File: src/rtl/rpn_pkg.sv
// Shared constants and codes of the reverse-Polish stack calculator.
`timescale 1ns / 1ps

package rpn_pkg;

    localparam int OP_W                = 4;
    localparam int DATA_W              = 32;
    localparam int STATUS_W            = 3;
    localparam int DEFAULT_STACK_DEPTH = 64;

    // Operation codes carried on the input channel.
    localparam logic [OP_W-1:0] OP_PUSH     = 4'd0;
    localparam logic [OP_W-1:0] OP_ADD      = 4'd1;
    localparam logic [OP_W-1:0] OP_SUB      = 4'd2;
    localparam logic [OP_W-1:0] OP_MUL      = 4'd3;
    localparam logic [OP_W-1:0] OP_DIV      = 4'd4;
    localparam logic [OP_W-1:0] OP_NEG      = 4'd5;
    localparam logic [OP_W-1:0] OP_DUP      = 4'd6;
    localparam logic [OP_W-1:0] OP_SWAP     = 4'd7;
    localparam logic [OP_W-1:0] OP_SHOW_TOP = 4'd8;
    localparam logic [OP_W-1:0] OP_CLEAR    = 4'd9;
    localparam logic [OP_W-1:0] OP_SHOW_ALL = 4'd10;

    // Status codes carried on the result channel.
    localparam logic [STATUS_W-1:0] STAT_OK      = 3'd0;
    localparam logic [STATUS_W-1:0] STAT_SHOWN   = 3'd1;
    localparam logic [STATUS_W-1:0] STAT_FEW     = 3'd2;
    localparam logic [STATUS_W-1:0] STAT_DIVZERO = 3'd3;
    localparam logic [STATUS_W-1:0] STAT_FULL    = 3'd4;
    localparam logic [STATUS_W-1:0] STAT_EMPTY   = 3'd5;

endpackage

File: src/rtl/rpn_stack_calculator.sv
// Top level of the reverse-Polish integer stack calculator.
`timescale 1ns / 1ps
// Usage
// The input channel (s_) carries one operation per item: s_tuser holds the
// operation code and s_tdata the value that a push places on the stack. The
// result channel (m_) returns one item per operation, or one item per stack
// entry for show all, listed from top to bottom with m_tlast on the final one.
// m_tuser holds the status and m_tdata the entry shown, zero otherwise.
// The stack lives in a single-port-read, single-port-write memory with a
// registered read; the entry count sits in a register. Items are taken
// one at a time. Push, clear and errors found from the count go from idle
// straight to the emit state; negate, dup, show top and divide by zero read
// the top first; add, subtract, multiply and swap read the top and the entry
// below, then write back; divide reads both and waits for the divider, which
// retires one quotient bit per cycle. Show all reads and emits entries in turn.
// The input is taken again once the last result has entered the output
// register, so a waiting result does not hold back the next operation.
// Reset empties the stack at once (the count goes to zero; the memory is not
// cleared). While the receiver stalls, the pending result holds in the output
// register and the sequencer waits before it loads the next one.

module rpn_stack_calculator #(
    parameter int STACK_DEPTH = rpn_pkg::DEFAULT_STACK_DEPTH
) (
    input  logic                         aclk,
    input  logic                         aresetn,
    input  logic                         s_tvalid,
    output logic                         s_tready,
    input  logic [rpn_pkg::DATA_W-1:0]   s_tdata,   // push_value
    input  logic [rpn_pkg::OP_W-1:0]     s_tuser,   // operation
    output logic                         m_tvalid,
    input  logic                         m_tready,
    output logic [rpn_pkg::DATA_W-1:0]   m_tdata,   // shown_value
    output logic [rpn_pkg::STATUS_W-1:0] m_tuser,   // status
    output logic                         m_tlast    // last_result
);

    localparam int DW     = rpn_pkg::DATA_W;
    localparam int ADDR_W = (STACK_DEPTH > 1) ? $clog2(STACK_DEPTH) : 1;
    localparam int CNT_W  = $clog2(STACK_DEPTH + 1);
    localparam logic [CNT_W-1:0] FULL_CNT = CNT_W'(STACK_DEPTH);

    // Sequencer states.
    localparam logic [3:0] S_IDLE      = 4'd0;
    localparam logic [3:0] S_RD_TOP    = 4'd1;
    localparam logic [3:0] S_RD_BELOW  = 4'd2;
    localparam logic [3:0] S_EXEC      = 4'd3;
    localparam logic [3:0] S_SWAP2     = 4'd4;
    localparam logic [3:0] S_DIV_WAIT  = 4'd5;
    localparam logic [3:0] S_LIST_RD   = 4'd6;
    localparam logic [3:0] S_LIST_WAIT = 4'd7;
    localparam logic [3:0] S_EMIT      = 4'd8;

    // The stack store: entry 0 is the bottom, entry count-1 the top.
    logic [DW-1:0] stack_mem [STACK_DEPTH];
    logic [DW-1:0] rd_data_reg;

    logic              mem_we;
    logic [ADDR_W-1:0] mem_waddr;
    logic [DW-1:0]     mem_wdata;
    logic              mem_re;
    logic [ADDR_W-1:0] mem_raddr;

    logic [3:0]                     state_reg,  state_next;
    logic [CNT_W-1:0]               cnt_reg,    cnt_next;
    logic [rpn_pkg::OP_W-1:0]       op_reg,     op_next;
    logic [DW-1:0]                  top_reg,    top_next;
    logic [DW-1:0]                  below_reg,  below_next;
    logic [ADDR_W-1:0]              list_reg,   list_next;
    logic [rpn_pkg::STATUS_W-1:0]   res_status_reg, res_status_next;
    logic [DW-1:0]                  res_value_reg,  res_value_next;
    logic                           res_last_reg,   res_last_next;

    logic                           m_valid_reg,  m_valid_next;
    logic [DW-1:0]                  m_data_reg,   m_data_next;
    logic [rpn_pkg::STATUS_W-1:0]   m_user_reg,   m_user_next;
    logic                           m_last_reg,   m_last_next;

    logic [CNT_W-1:0]  cnt_m1;
    logic [CNT_W-1:0]  cnt_m2;
    logic [ADDR_W-1:0] addr_push;
    logic [ADDR_W-1:0] addr_top;
    logic [ADDR_W-1:0] addr_below;
    logic              is_full;
    logic [DW-1:0]     alu_res;

    logic              div_start;
    logic              div_done;
    logic [DW-1:0]     div_quo;

    assign cnt_m1     = cnt_reg - CNT_W'(1);
    assign cnt_m2     = cnt_reg - CNT_W'(2);
    assign addr_push  = cnt_reg[ADDR_W-1:0];
    assign addr_top   = cnt_m1[ADDR_W-1:0];
    assign addr_below = cnt_m2[ADDR_W-1:0];
    assign is_full    = (cnt_reg == FULL_CNT);

    // Add, subtract and multiply work on the two registered operands.
    always_comb begin
        case (op_reg)
            rpn_pkg::OP_ADD: alu_res = below_reg + top_reg;
            rpn_pkg::OP_SUB: alu_res = below_reg - top_reg;
            default:         alu_res = below_reg * top_reg;
        endcase
    end

    rpn_div u_rpn_div (
        .aclk     (aclk),
        .aresetn  (aresetn),
        .start    (div_start),
        .dividend (below_next),
        .divisor  (top_reg),
        .done     (div_done),
        .quotient (div_quo)
    );

    assign s_tready = (state_reg == S_IDLE);

    // Main sequencer. Each item reads the entries it needs one at a time, then
    // writes back; no read and write ever target the same entry in one cycle,
    // so the ordering of the states is the only interlock needed.
    always_comb begin
        state_next      = state_reg;
        cnt_next        = cnt_reg;
        op_next         = op_reg;
        top_next        = top_reg;
        below_next      = below_reg;
        list_next       = list_reg;
        res_status_next = res_status_reg;
        res_value_next  = res_value_reg;
        res_last_next   = res_last_reg;
        mem_we          = 1'b0;
        mem_waddr       = addr_top;
        mem_wdata       = rd_data_reg;
        mem_re          = 1'b0;
        mem_raddr       = addr_top;
        div_start       = 1'b0;

        m_valid_next = m_valid_reg;
        m_data_next  = m_data_reg;
        m_user_next  = m_user_reg;
        m_last_next  = m_last_reg;
        if (m_valid_reg && m_tready) begin
            m_valid_next = 1'b0;
        end

        unique case (state_reg)
            S_IDLE: begin
                if (s_tvalid) begin
                    op_next         = s_tuser;
                    res_status_next = rpn_pkg::STAT_OK;
                    res_value_next  = '0;
                    res_last_next   = 1'b1;
                    state_next      = S_EMIT;
                    unique case (s_tuser) inside
                        rpn_pkg::OP_PUSH: begin
                            if (is_full) begin
                                res_status_next = rpn_pkg::STAT_FULL;
                            end else begin
                                mem_we    = 1'b1;
                                mem_waddr = addr_push;
                                mem_wdata = s_tdata;
                                cnt_next  = cnt_reg + CNT_W'(1);
                            end
                        end
                        rpn_pkg::OP_ADD, rpn_pkg::OP_SUB, rpn_pkg::OP_MUL,
                        rpn_pkg::OP_DIV, rpn_pkg::OP_SWAP: begin
                            if (cnt_reg < CNT_W'(2)) begin
                                res_status_next = rpn_pkg::STAT_FEW;
                            end else begin
                                mem_re     = 1'b1;
                                state_next = S_RD_TOP;
                            end
                        end
                        rpn_pkg::OP_NEG, rpn_pkg::OP_SHOW_TOP: begin
                            if (cnt_reg == '0) begin
                                res_status_next = rpn_pkg::STAT_FEW;
                            end else begin
                                mem_re     = 1'b1;
                                state_next = S_RD_TOP;
                            end
                        end
                        rpn_pkg::OP_DUP: begin
                            if (cnt_reg == '0) begin
                                res_status_next = rpn_pkg::STAT_FEW;
                            end else if (is_full) begin
                                res_status_next = rpn_pkg::STAT_FULL;
                            end else begin
                                mem_re     = 1'b1;
                                state_next = S_RD_TOP;
                            end
                        end
                        rpn_pkg::OP_CLEAR: begin
                            cnt_next = '0;
                        end
                        rpn_pkg::OP_SHOW_ALL: begin
                            if (cnt_reg == '0) begin
                                res_status_next = rpn_pkg::STAT_EMPTY;
                            end else begin
                                list_next  = addr_top;
                                state_next = S_LIST_RD;
                            end
                        end
                        default: begin
                        end
                    endcase
                end
            end

            S_RD_TOP: begin
                top_next = rd_data_reg;
                unique case (op_reg) inside
                    rpn_pkg::OP_NEG: begin
                        mem_we     = 1'b1;
                        mem_waddr  = addr_top;
                        mem_wdata  = DW'(0) - rd_data_reg;
                        state_next = S_EMIT;
                    end
                    rpn_pkg::OP_DUP: begin
                        mem_we     = 1'b1;
                        mem_waddr  = addr_push;
                        mem_wdata  = rd_data_reg;
                        cnt_next   = cnt_reg + CNT_W'(1);
                        state_next = S_EMIT;
                    end
                    rpn_pkg::OP_SHOW_TOP: begin
                        res_status_next = rpn_pkg::STAT_SHOWN;
                        res_value_next  = rd_data_reg;
                        state_next      = S_EMIT;
                    end
                    rpn_pkg::OP_DIV: begin
                        if (rd_data_reg == '0) begin
                            res_status_next = rpn_pkg::STAT_DIVZERO;
                            state_next      = S_EMIT;
                        end else begin
                            mem_re     = 1'b1;
                            mem_raddr  = addr_below;
                            state_next = S_RD_BELOW;
                        end
                    end
                    default: begin
                        mem_re     = 1'b1;
                        mem_raddr  = addr_below;
                        state_next = S_RD_BELOW;
                    end
                endcase
            end

            S_RD_BELOW: begin
                below_next = rd_data_reg;
                unique case (op_reg) inside
                    rpn_pkg::OP_SWAP: begin
                        mem_we     = 1'b1;
                        mem_waddr  = addr_top;
                        mem_wdata  = rd_data_reg;
                        state_next = S_SWAP2;
                    end
                    rpn_pkg::OP_DIV: begin
                        div_start  = 1'b1;
                        state_next = S_DIV_WAIT;
                    end
                    default: begin
                        state_next = S_EXEC;
                    end
                endcase
            end

            S_EXEC: begin
                mem_we     = 1'b1;
                mem_waddr  = addr_below;
                mem_wdata  = alu_res;
                cnt_next   = cnt_m1;
                state_next = S_EMIT;
            end

            S_SWAP2: begin
                mem_we     = 1'b1;
                mem_waddr  = addr_below;
                mem_wdata  = top_reg;
                state_next = S_EMIT;
            end

            S_DIV_WAIT: begin
                if (div_done) begin
                    mem_we     = 1'b1;
                    mem_waddr  = addr_below;
                    mem_wdata  = div_quo;
                    cnt_next   = cnt_m1;
                    state_next = S_EMIT;
                end
            end

            S_LIST_RD: begin
                mem_re     = 1'b1;
                mem_raddr  = list_reg;
                state_next = S_LIST_WAIT;
            end

            S_LIST_WAIT: begin
                res_status_next = rpn_pkg::STAT_SHOWN;
                res_value_next  = rd_data_reg;
                res_last_next   = (list_reg == '0);
                state_next      = S_EMIT;
            end

            S_EMIT: begin
                if (!m_valid_reg || m_tready) begin
                    m_valid_next = 1'b1;
                    m_data_next  = res_value_reg;
                    m_user_next  = res_status_reg;
                    m_last_next  = res_last_reg;
                    if ((op_reg == rpn_pkg::OP_SHOW_ALL) && !res_last_reg) begin
                        list_next  = list_reg - ADDR_W'(1);
                        state_next = S_LIST_RD;
                    end else begin
                        state_next = S_IDLE;
                    end
                end
            end

            default: begin
                state_next = S_IDLE;
            end
        endcase
    end

    // Stack memory: one write and one registered read per cycle.
    always_ff @(posedge aclk) begin
        if (mem_we) begin
            stack_mem[mem_waddr] <= mem_wdata;
        end
    end

    always_ff @(posedge aclk) begin
        if (mem_re) begin
            rd_data_reg <= stack_mem[mem_raddr];
        end
    end

    always_ff @(posedge aclk) begin
        if (!aresetn) begin
            state_reg   <= S_IDLE;
            cnt_reg     <= '0;
            m_valid_reg <= 1'b0;
        end else begin
            state_reg   <= state_next;
            cnt_reg     <= cnt_next;
            m_valid_reg <= m_valid_next;
        end
    end

    always_ff @(posedge aclk) begin
        op_reg         <= op_next;
        top_reg        <= top_next;
        below_reg      <= below_next;
        list_reg       <= list_next;
        res_status_reg <= res_status_next;
        res_value_reg  <= res_value_next;
        res_last_reg   <= res_last_next;
        m_data_reg     <= m_data_next;
        m_user_reg     <= m_user_next;
        m_last_reg     <= m_last_next;
    end

    assign m_tvalid = m_valid_reg;
    assign m_tdata  = m_data_reg;
    assign m_tuser  = m_user_reg;
    assign m_tlast  = m_last_reg;

endmodule

File: src/rtl/rpn_div.sv
// Iterative signed divider, one quotient bit per cycle, truncating toward zero.
`timescale 1ns / 1ps

module rpn_div (
    input  logic                       aclk,
    input  logic                       aresetn,
    input  logic                       start,
    input  logic [rpn_pkg::DATA_W-1:0] dividend,
    input  logic [rpn_pkg::DATA_W-1:0] divisor,
    output logic                       done,
    output logic [rpn_pkg::DATA_W-1:0] quotient
);

    localparam int DW     = rpn_pkg::DATA_W;
    localparam int STEP_W = $clog2(DW);
    localparam logic [STEP_W-1:0] LAST_STEP = STEP_W'(DW - 1);

    logic              busy_reg, busy_next;
    logic              done_reg, done_next;
    logic [STEP_W-1:0] step_reg, step_next;
    logic              neg_reg,  neg_next;
    logic [DW-1:0]     rem_reg,  rem_next;
    logic [DW-1:0]     quo_reg,  quo_next;
    logic [DW-1:0]     dvs_reg,  dvs_next;

    logic [DW:0]       shifted;
    logic [DW:0]       trial;

    // Magnitudes: the most negative value maps onto itself as an unsigned number.
    assign shifted = {rem_reg, quo_reg[DW-1]};
    assign trial   = shifted - {1'b0, dvs_reg};

    always_comb begin
        busy_next = busy_reg;
        done_next = 1'b0;
        step_next = step_reg;
        neg_next  = neg_reg;
        rem_next  = rem_reg;
        quo_next  = quo_reg;
        dvs_next  = dvs_reg;
        if (start) begin
            busy_next = 1'b1;
            step_next = '0;
            neg_next  = dividend[DW-1] ^ divisor[DW-1];
            rem_next  = '0;
            quo_next  = dividend[DW-1] ? (DW'(0) - dividend) : dividend;
            dvs_next  = divisor[DW-1] ? (DW'(0) - divisor) : divisor;
        end else if (busy_reg) begin
            if (!trial[DW]) begin
                rem_next = trial[DW-1:0];
            end else begin
                rem_next = shifted[DW-1:0];
            end
            quo_next  = {quo_reg[DW-2:0], ~trial[DW]};
            step_next = step_reg + STEP_W'(1);
            if (step_reg == LAST_STEP) begin
                busy_next = 1'b0;
                done_next = 1'b1;
            end
        end
    end

    always_ff @(posedge aclk) begin
        if (!aresetn) begin
            busy_reg <= 1'b0;
            done_reg <= 1'b0;
        end else begin
            busy_reg <= busy_next;
            done_reg <= done_next;
        end
    end

    always_ff @(posedge aclk) begin
        step_reg <= step_next;
        neg_reg  <= neg_next;
        rem_reg  <= rem_next;
        quo_reg  <= quo_next;
        dvs_reg  <= dvs_next;
    end

    assign done     = done_reg;
    assign quotient = neg_reg ? (DW'(0) - quo_reg) : quo_reg;

endmodule

File: config.mk
export PLATFORM = sky130hd
export DESIGN_NAME = rpn_stack_calculator
export DESIGN_NICKNAME = d
export VERILOG_FILES = /design/src/rtl/rpn_pkg.sv /design/src/rtl/rpn_stack_calculator.sv /design/src/rtl/rpn_div.sv
export SDC_FILE = /design/constraint.sdc
export NUM_CORES = 2
export LEC_CHECK = 0
export BUFFER_PORTS_ARGS = -buffer_cell sky130_fd_sc_hd__buf_2
export CORE_MARGIN = 2
export CORE_UTILIZATION = 40
export DETAILED_ROUTE_END_ITERATION = 8
export PLACE_DENSITY = 0.6
export SYNTH_ARGS = -nofsm -noshare
export SYNTH_HDL_FRONTEND = slang
export SYNTH_SLANG_ARGS = --single-unit
export TNS_END_PERCENT = 20
File: constraint.sdc
create_clock -name aclk -period 28.1 [get_ports aclk]
set_clock_uncertainty 0.05 [all_clocks]
set_input_delay 5.62 -clock aclk [delete_from_list [all_inputs] [get_ports aclk]]
set_output_delay 5.62 -clock aclk [all_outputs]
set_load 0.005 [all_outputs]
# Word-level counts from Yosys, hierarchy flattened
# Memories as Yosys holds them, arrays and structs flattened. A register that Yosys moved wholly into a read port is not among the register bits.
# Cells that the tools add are included.
totals:
  register_bits: 262
  latch_bits: 0
  mem_bits_rw: 2048
  romBits: 0
  in_bits: 40
  output_inout_bits: 38
  elab_cells: 200
  n_memories: 1
op_classes:
  n_addsub: 12
  multipliers: 1
  n_div: 0
  n_lt_le_gt_ge: 1
  eq_ne: 40
  n_shift: 0
  mux: 90
  bitwise: 4
  n_reduce_logical: 30
memory_table:
  columns: ["name", "depth", "word_bits", "rd", "rd_ports_with_merged_regs", "wr", "line_no", "source"]
  rows:
  - ["stack_mem", 64, 32, 1, 1, 1, "rpn_stack_calculator.sv:55", "logic [DW-1:0] stack_mem [STACK_DEPTH];"]
op_table:
  columns: ["op", "count"]
  rows:
  - ["2-to-1 mux 32 bit", 13]
  - ["one-hot mux 32 bit (5 select lines)", 1]
  - ["subtractor 1 x 32 -> 32 bit (first input constant)", 4]
  - ["one-hot mux 32 bit (3 select lines)", 1]
  - ["2-to-1 mux 6 bit", 11]
  - ["one-hot mux 32 bit (2 select lines)", 1]
  - ["== test 4 x 3 -> 1 bit (second input constant)", 12]
  - ["2-to-1 mux 4 bit", 9]
  - ["one-hot mux 6 bit (2 select lines)", 3]
  - ["subtractor 33 x 32 -> 33 bit", 1]
  - ["adder 32 bit", 1]
  - ["zero test 32 bit", 1]
  - ["multiplier 32 x 32 -> 32 bit", 1]
  - ["subtractor 32 bit", 1]
  - ["2-to-1 mux 31 bit", 1]
  - ["2-to-1 mux 7 bit", 4]
  - ["one-hot mux 4 bit (7 select lines)", 1]
  - ["one-hot mux 7 bit (4 select lines)", 1]
  - ["== test 4 bit (second input constant)", 6]
  - ["one-hot mux 6 bit (4 select lines)", 1]
  - ["2-to-1 mux 1 bit", 23]
  - ["== test 4 x 2 -> 1 bit (second input constant)", 5]
  - ["2-to-1 mux 3 bit", 6]
  - ["one-hot mux 4 bit (4 select lines)", 1]
  - ["other kinds (40)", 69]

# Depth between registers and ports, before layout
depth:
  depth_word: 7
  ltp_mapped: 28
  depth_no_buf: 26

# Hierarchy
# From an unflattened synthesis, not the netlist that was laid out.
hier_totals:
  hier_cells: 9778
  hier_area_um2: 116374.1
modules_own_cells:
  columns: ["mod", "instances", "cells_each", "area_per_inst_um2", "seq_area_each_um2"]
  rows:
  - ["rpn_stack_calculator", 1, 8885, 108585.4, 66764.0]
  - ["rpn_div", 1, 893, 7788.7, 2732.6]

# Worst setup path before layout
# OpenSTA, ideal clock, no wires.
synth_path:
  path_kind: "input-to-reg"
  startpoint: "input port s_tuser[1] in the netlist's numbering"
  endpoint: "memory stack_mem[0][14] in the netlist's numbering, data pin"
  setup_time_ns: 0.569
  t_arrival_ns: 9.264
  required_ns: 27.481
  path_slack_ns: 18.217
  cell_stages: 10
  n_path_buf: 1
  cell_sequence: "nor4_1 > o31ai_1 > nor2_1 > clkbuf_1 > a221oi_1 > o21ai_0 > a21oi_1 > o221ai_1 > o21ai_0 > a2bb2oi_1"
synth_between:
  elab_chain_cells: 4
synth_lines:
  columns: ["element", "line_no", "source"]
  rows:
  - ["from (decl)", "rpn_stack_calculator.sv:30", "input logic [rpn_pkg::OP_W-1:0] s_tuser,"]
  - ["zero test 4 bit (no line)", null, null]
  - ["2-to-1 mux 32 bit", "rpn_stack_calculator.sv:155", "unique case (s_tuser) inside"]
  - ["2-to-1 mux 32 bit", "rpn_stack_calculator.sv:149", "if (s_tvalid) begin"]
  - ["one-hot mux 32 bit (5 select lines)", "rpn_stack_calculator.sv:147", "unique case (state_reg)"]
  - ["net mem_wdata[14]", "rpn_stack_calculator.sv:60", "logic [DW-1:0] mem_wdata;"]
  - ["to (decl)", "rpn_stack_calculator.sv:55", null]
# The timed path passes the listed nets, and every way through them passes these cells.

# Worst setup path after layout
layout_path:
  startpoint: "input port s_tuser[1] in the netlist's numbering"
  endpoint: "memory stack_mem[17][26] in the netlist's numbering (enable)"
layout_between:
  elab_chain_cells: 6
  word_cells_on_any_way: 9
  cone_classes: "8 x mux; 1 x reduce/logical"
layout_lines:
  columns: ["element", "line_no", "source"]
  rows:
  - ["zero test 4 bit (no line) (*)", null, null]
  - ["2-to-1 mux 1 bit", "rpn_stack_calculator.sv:155", null]
  - ["2-to-1 mux 1 bit", "rpn_stack_calculator.sv:149", null]
  - ["one-hot mux 1 bit (5 select lines)", "rpn_stack_calculator.sv:147", null]
  - ["2-to-1 mux 1 bit", "rpn_stack_calculator.sv:329", "if (mem_we) begin"]
  - ["2-to-1 mux 1 bit (implied by the code)", "rpn_stack_calculator.sv:330", "stack_mem[mem_waddr] <= mem_wdata;"]
# Every way passes the cells marked *; elsewhere a longest branch is shown, timed or not.

==> results.tsv <==
metric	value	unit
Critical Path Source	s_tuser[1]	
# resized after CTS	0	
Synth area leaders	edfxtp_1, fa_1, nand2_1, ha_1, nand3_1	
status	finished with violations	
RR Startpoint	below_reg[8]	
die area	294000	µm²
register bit total from synthesis	2342	
CTS H-tree lvls	4	
post-CTS setup buffer count	0	
Yosys top cell area share	58.5	%
PwrDens	76.2	nW/µm²
final hold violation count	0	
worst-case clock buffer depth	4	
Largest register FFs	2048	
synthesized-area fraction occupied by adder cells	9.25	%
Tot GR Track Use	26.1	%
Sequential Area	69500	µm²
CP Max Fanout	32	
GRT overflow	0	
Routed Wire Length	391	mm
Reg-to-Reg End	stack_mem[39][30]	
leakage	0.0465	µW
Reg clk slew, reported paths	0.06	ns
Final WS setup	17.50	ns
EDFF count, synth	2259	
R2R setup slack	18.42	ns
period utilization	37.7	%
Starting Density	40.2	%
WP buf/inv	2	
synth cell count leaders	edfxtp_1, nand2_1, inv_1	
1st-iter DRT viols	10800	
gp weighted congestion	0.980	
critical path class	in -> reg	
DR DRC count	0	
via/cell ratio	5.97	
maximum clock rate	94.4	MHz
cell taking the most area after synthesis	edfxtp_1	
Worst EP arrival	11.01	ns
final setup vio count	0	
GR Util met1	35.7	%
CTS tree	built	
CP startpoint kind	input port	
Largest delay share family, worst path	simple AND/OR/NAND/NOR gates	
R2R cell count	25	
RSZ-0062 raised after global routing	no	
Mapped Area	116000	µm²
count of different cell masters after synthesis	90	
Synth async-reset ratio	0	%
worst path cell trace	buf_2 -> nor4_1 -> o31a_1 -> a21oi_1 -> nor2_1 -> buf_4 -> nand2_1 -> nor2_1 -> o21a_1 -> nor2b_1 -> nand2_1 -> nor2_4	
largest family of logic cells by synthesized area	simple AND/OR/NAND/NOR gates	
Max stage delay on crit path	1.14	ns
Area Growth Syn to Fin	11.0	%
Die H	542	µm
WP data required	28.52	ns
Critical Path Sink Type	flop	
vias in the first global route	77100	
fin nets	10100	
Net Count, Synth	10200	
Pre-Repair DR Iteration Count	7	
Num CTS Buffers	244	
M2 GR Usage	39.5	%
sequential share of the synthesized area	59.9	%
Post-Synth Simple-Gate Area	13.0	%
total placed cells including tap cells	13000	
Clock Latency Late Sink	0.95	ns
Slew HR	-9.74	%
worst hold-check path type	reg -> reg	
share of layout cells above drive strength 1	8.44	%
first-pass GRT wire length	557	mm
most common cell in the netlist	edfxtp_1	
post-synthesis mux area share	2.59	%
maximum vdd drop	0.0000587	V
DR WL/cell	29.0	µm
Port Buf Inserts	77	
xor/xnor cell area share of the yosys netlist	2.05	%
Root Buffer	clkbuf_16	
Total Negative Setup Slacks	0	ns
ANT nets after route	0	
IO Count	78	
# Max-Cap Violations	1	
Hold Buf Count CTS	0	
critical path capture point	stack_mem[17][26]	
top_reg_cell synth	edfxtp_1	
die width	542	µm
largest register by flop count	stack_mem	
compound-cell area share of the yosys netlist	8.96	%
critical path depth in cells	12	
Core Area	288000	µm²
Multi-input gate area	42600	µm²
initial antenna violation count	45	
via count	80400	
largest net degree at the start of global routing	145	
failing checks	max-capacitance violations, max-slew violations	
met3 Track Usage GR	6.16	%
fillcell total	25800	
non-filler cells, final	13500	
worst-margin pin slew	1.63	ns
post-place setup slack	16.75	ns
Synth Instances	9570	
Crit-path slowest cell	nor2_4	
average cell area after synthesis	12.1	µm²
CTS sink cnt	2342	
Yosys warnings	0	
HPWL after detailed placement	249	mm
Period minus WS final	10.60	ns
cell row count	197	
global route hottest layer	met2	
Slew Limit Fails	3	
## cells by family after synthesis
| kind of cell | count (synthesis) |
|---|---|
| and+or+nand+nor | 3367 |
| buffers and inverters | 1218 |
| DFF | 2342 |
| adders and majority gates | 611 |
| muxes | 268 |
| AOI/OAI and AO/OA | 1492 |
| xor gates and xnor gates | 272 |
## worst reg2reg max path, stage by stage, from the launching register on
cell      delay, ns
dfxtp_1        0.87
buf_4          0.40
and2_1         0.20
fa_1           0.43
fa_1           0.51
inv_1          0.05
fa_1           0.45
fa_1           0.50
fa_1           0.54
inv_1          0.05
fa_1           0.48
fa_1           0.52
fa_1           0.45
ha_1           0.36
and3_1         0.20
a221o_1        0.29
a21o_1         0.22
nand3_1        0.09
nand2_1        0.05
a311oi_1       0.48
a21oi_1        0.17
xor2_1         0.41
a21oi_1        0.18
a31oi_4        0.31
buf_4          0.48
buf_4          0.66
## layout by cell type, fill, tap and decap left out, types with 24 or more instances in the layout
master and n:
edfxtp_1 2259, nand2_1 1868, inv_1 608, nand3_1 469, fa_1 410, and2_1 343
a31oi_1 309, clkbuf_16 245, mux2i_1 232, nor2_1 224, o21ai_0 200, ha_1 200
buf_4 192, a21oi_1 185, xnor2_1 174, a311oi_1 157, a211oi_1 152, a32oi_1 124
xor2_1 98, nor3_1 94, dfxtp_1 80, buf_2 77, nor2_4 75, clkbuf_1 52
clkinv_1 51, nand4_1 43, clkinv_2 40, or3_1 38, o22ai_1 38, nand2b_1 35
o31ai_1 34, a221oi_1 32, a21o_1 31, and3_1 30, nor4_1 27, nor2b_1 25
mux4_2 24
## area by class of cell
cell class	count	area share, %
Timing Repair Buffer	274	1.50
Tap cell	3781	3.68
Antenna cell	21	0.0408
Inverter	610	1.78
Clock inverter	134	0.948
Multi-Input combinational cell	6010	33.1
Sequential cell	2342	54.0
Clock buffer	299	4.94
## power breakdown
part           switching, µW  total (µW)  leakage [µW]  internal (µW)
registers               46.7        4020        0.0211           3970
clock network           1360        3140       0.00370           1780
logic                   1830        2650        0.0217            820
## how the worst min path moves through the flow
stage | from | endpoint | slack [ns] | depth (start not counted)
finish | res_value_reg[20] | m_tdata[20] | 0.29 | 0
global route | res_value_reg[20] | m_tdata[20] | 0.31 | 0
CTS | res_value_reg[20] | m_tdata[20] | 0.29 | 0
detailed placement | res_value_reg[31] | m_tdata[31] | 0.35 | 0
global placement | res_value_reg[25] | m_tdata[25] | 0.35 | 0
floorplan | res_value_reg[0] | m_tdata[0] | 0.35 | 0
## stage by stage
step / hold slack [ns] / cell area [µm²] / util, % / power, µW
after detailed placement: 0.355 / 121000 / 42.0 / 6670
after CTS: 0.286 / 129000 / 44.6 / 9790
final: 0.293 / 129000 / 44.6 / 9810
after floorplan: 0.350 / 116000 / - / 5630
after global routing: 0.310 / 129000 / 44.6 / 10100
after global placement: 0.351 / 121000 / 42.0 / 6650
## layer usage
| layer | up-vias | routed length, µm |
|---|---|---|
| li1 | 34400 | - |
| met1 | 40600 | 155000 |
| met2 | 4573 | 173000 |
| met3 | 826 | 44100 |
| met4 | 18 | 19400 |
| met5 | - | 123 |
No activity file was read; power rests on OpenSTA's default activity.
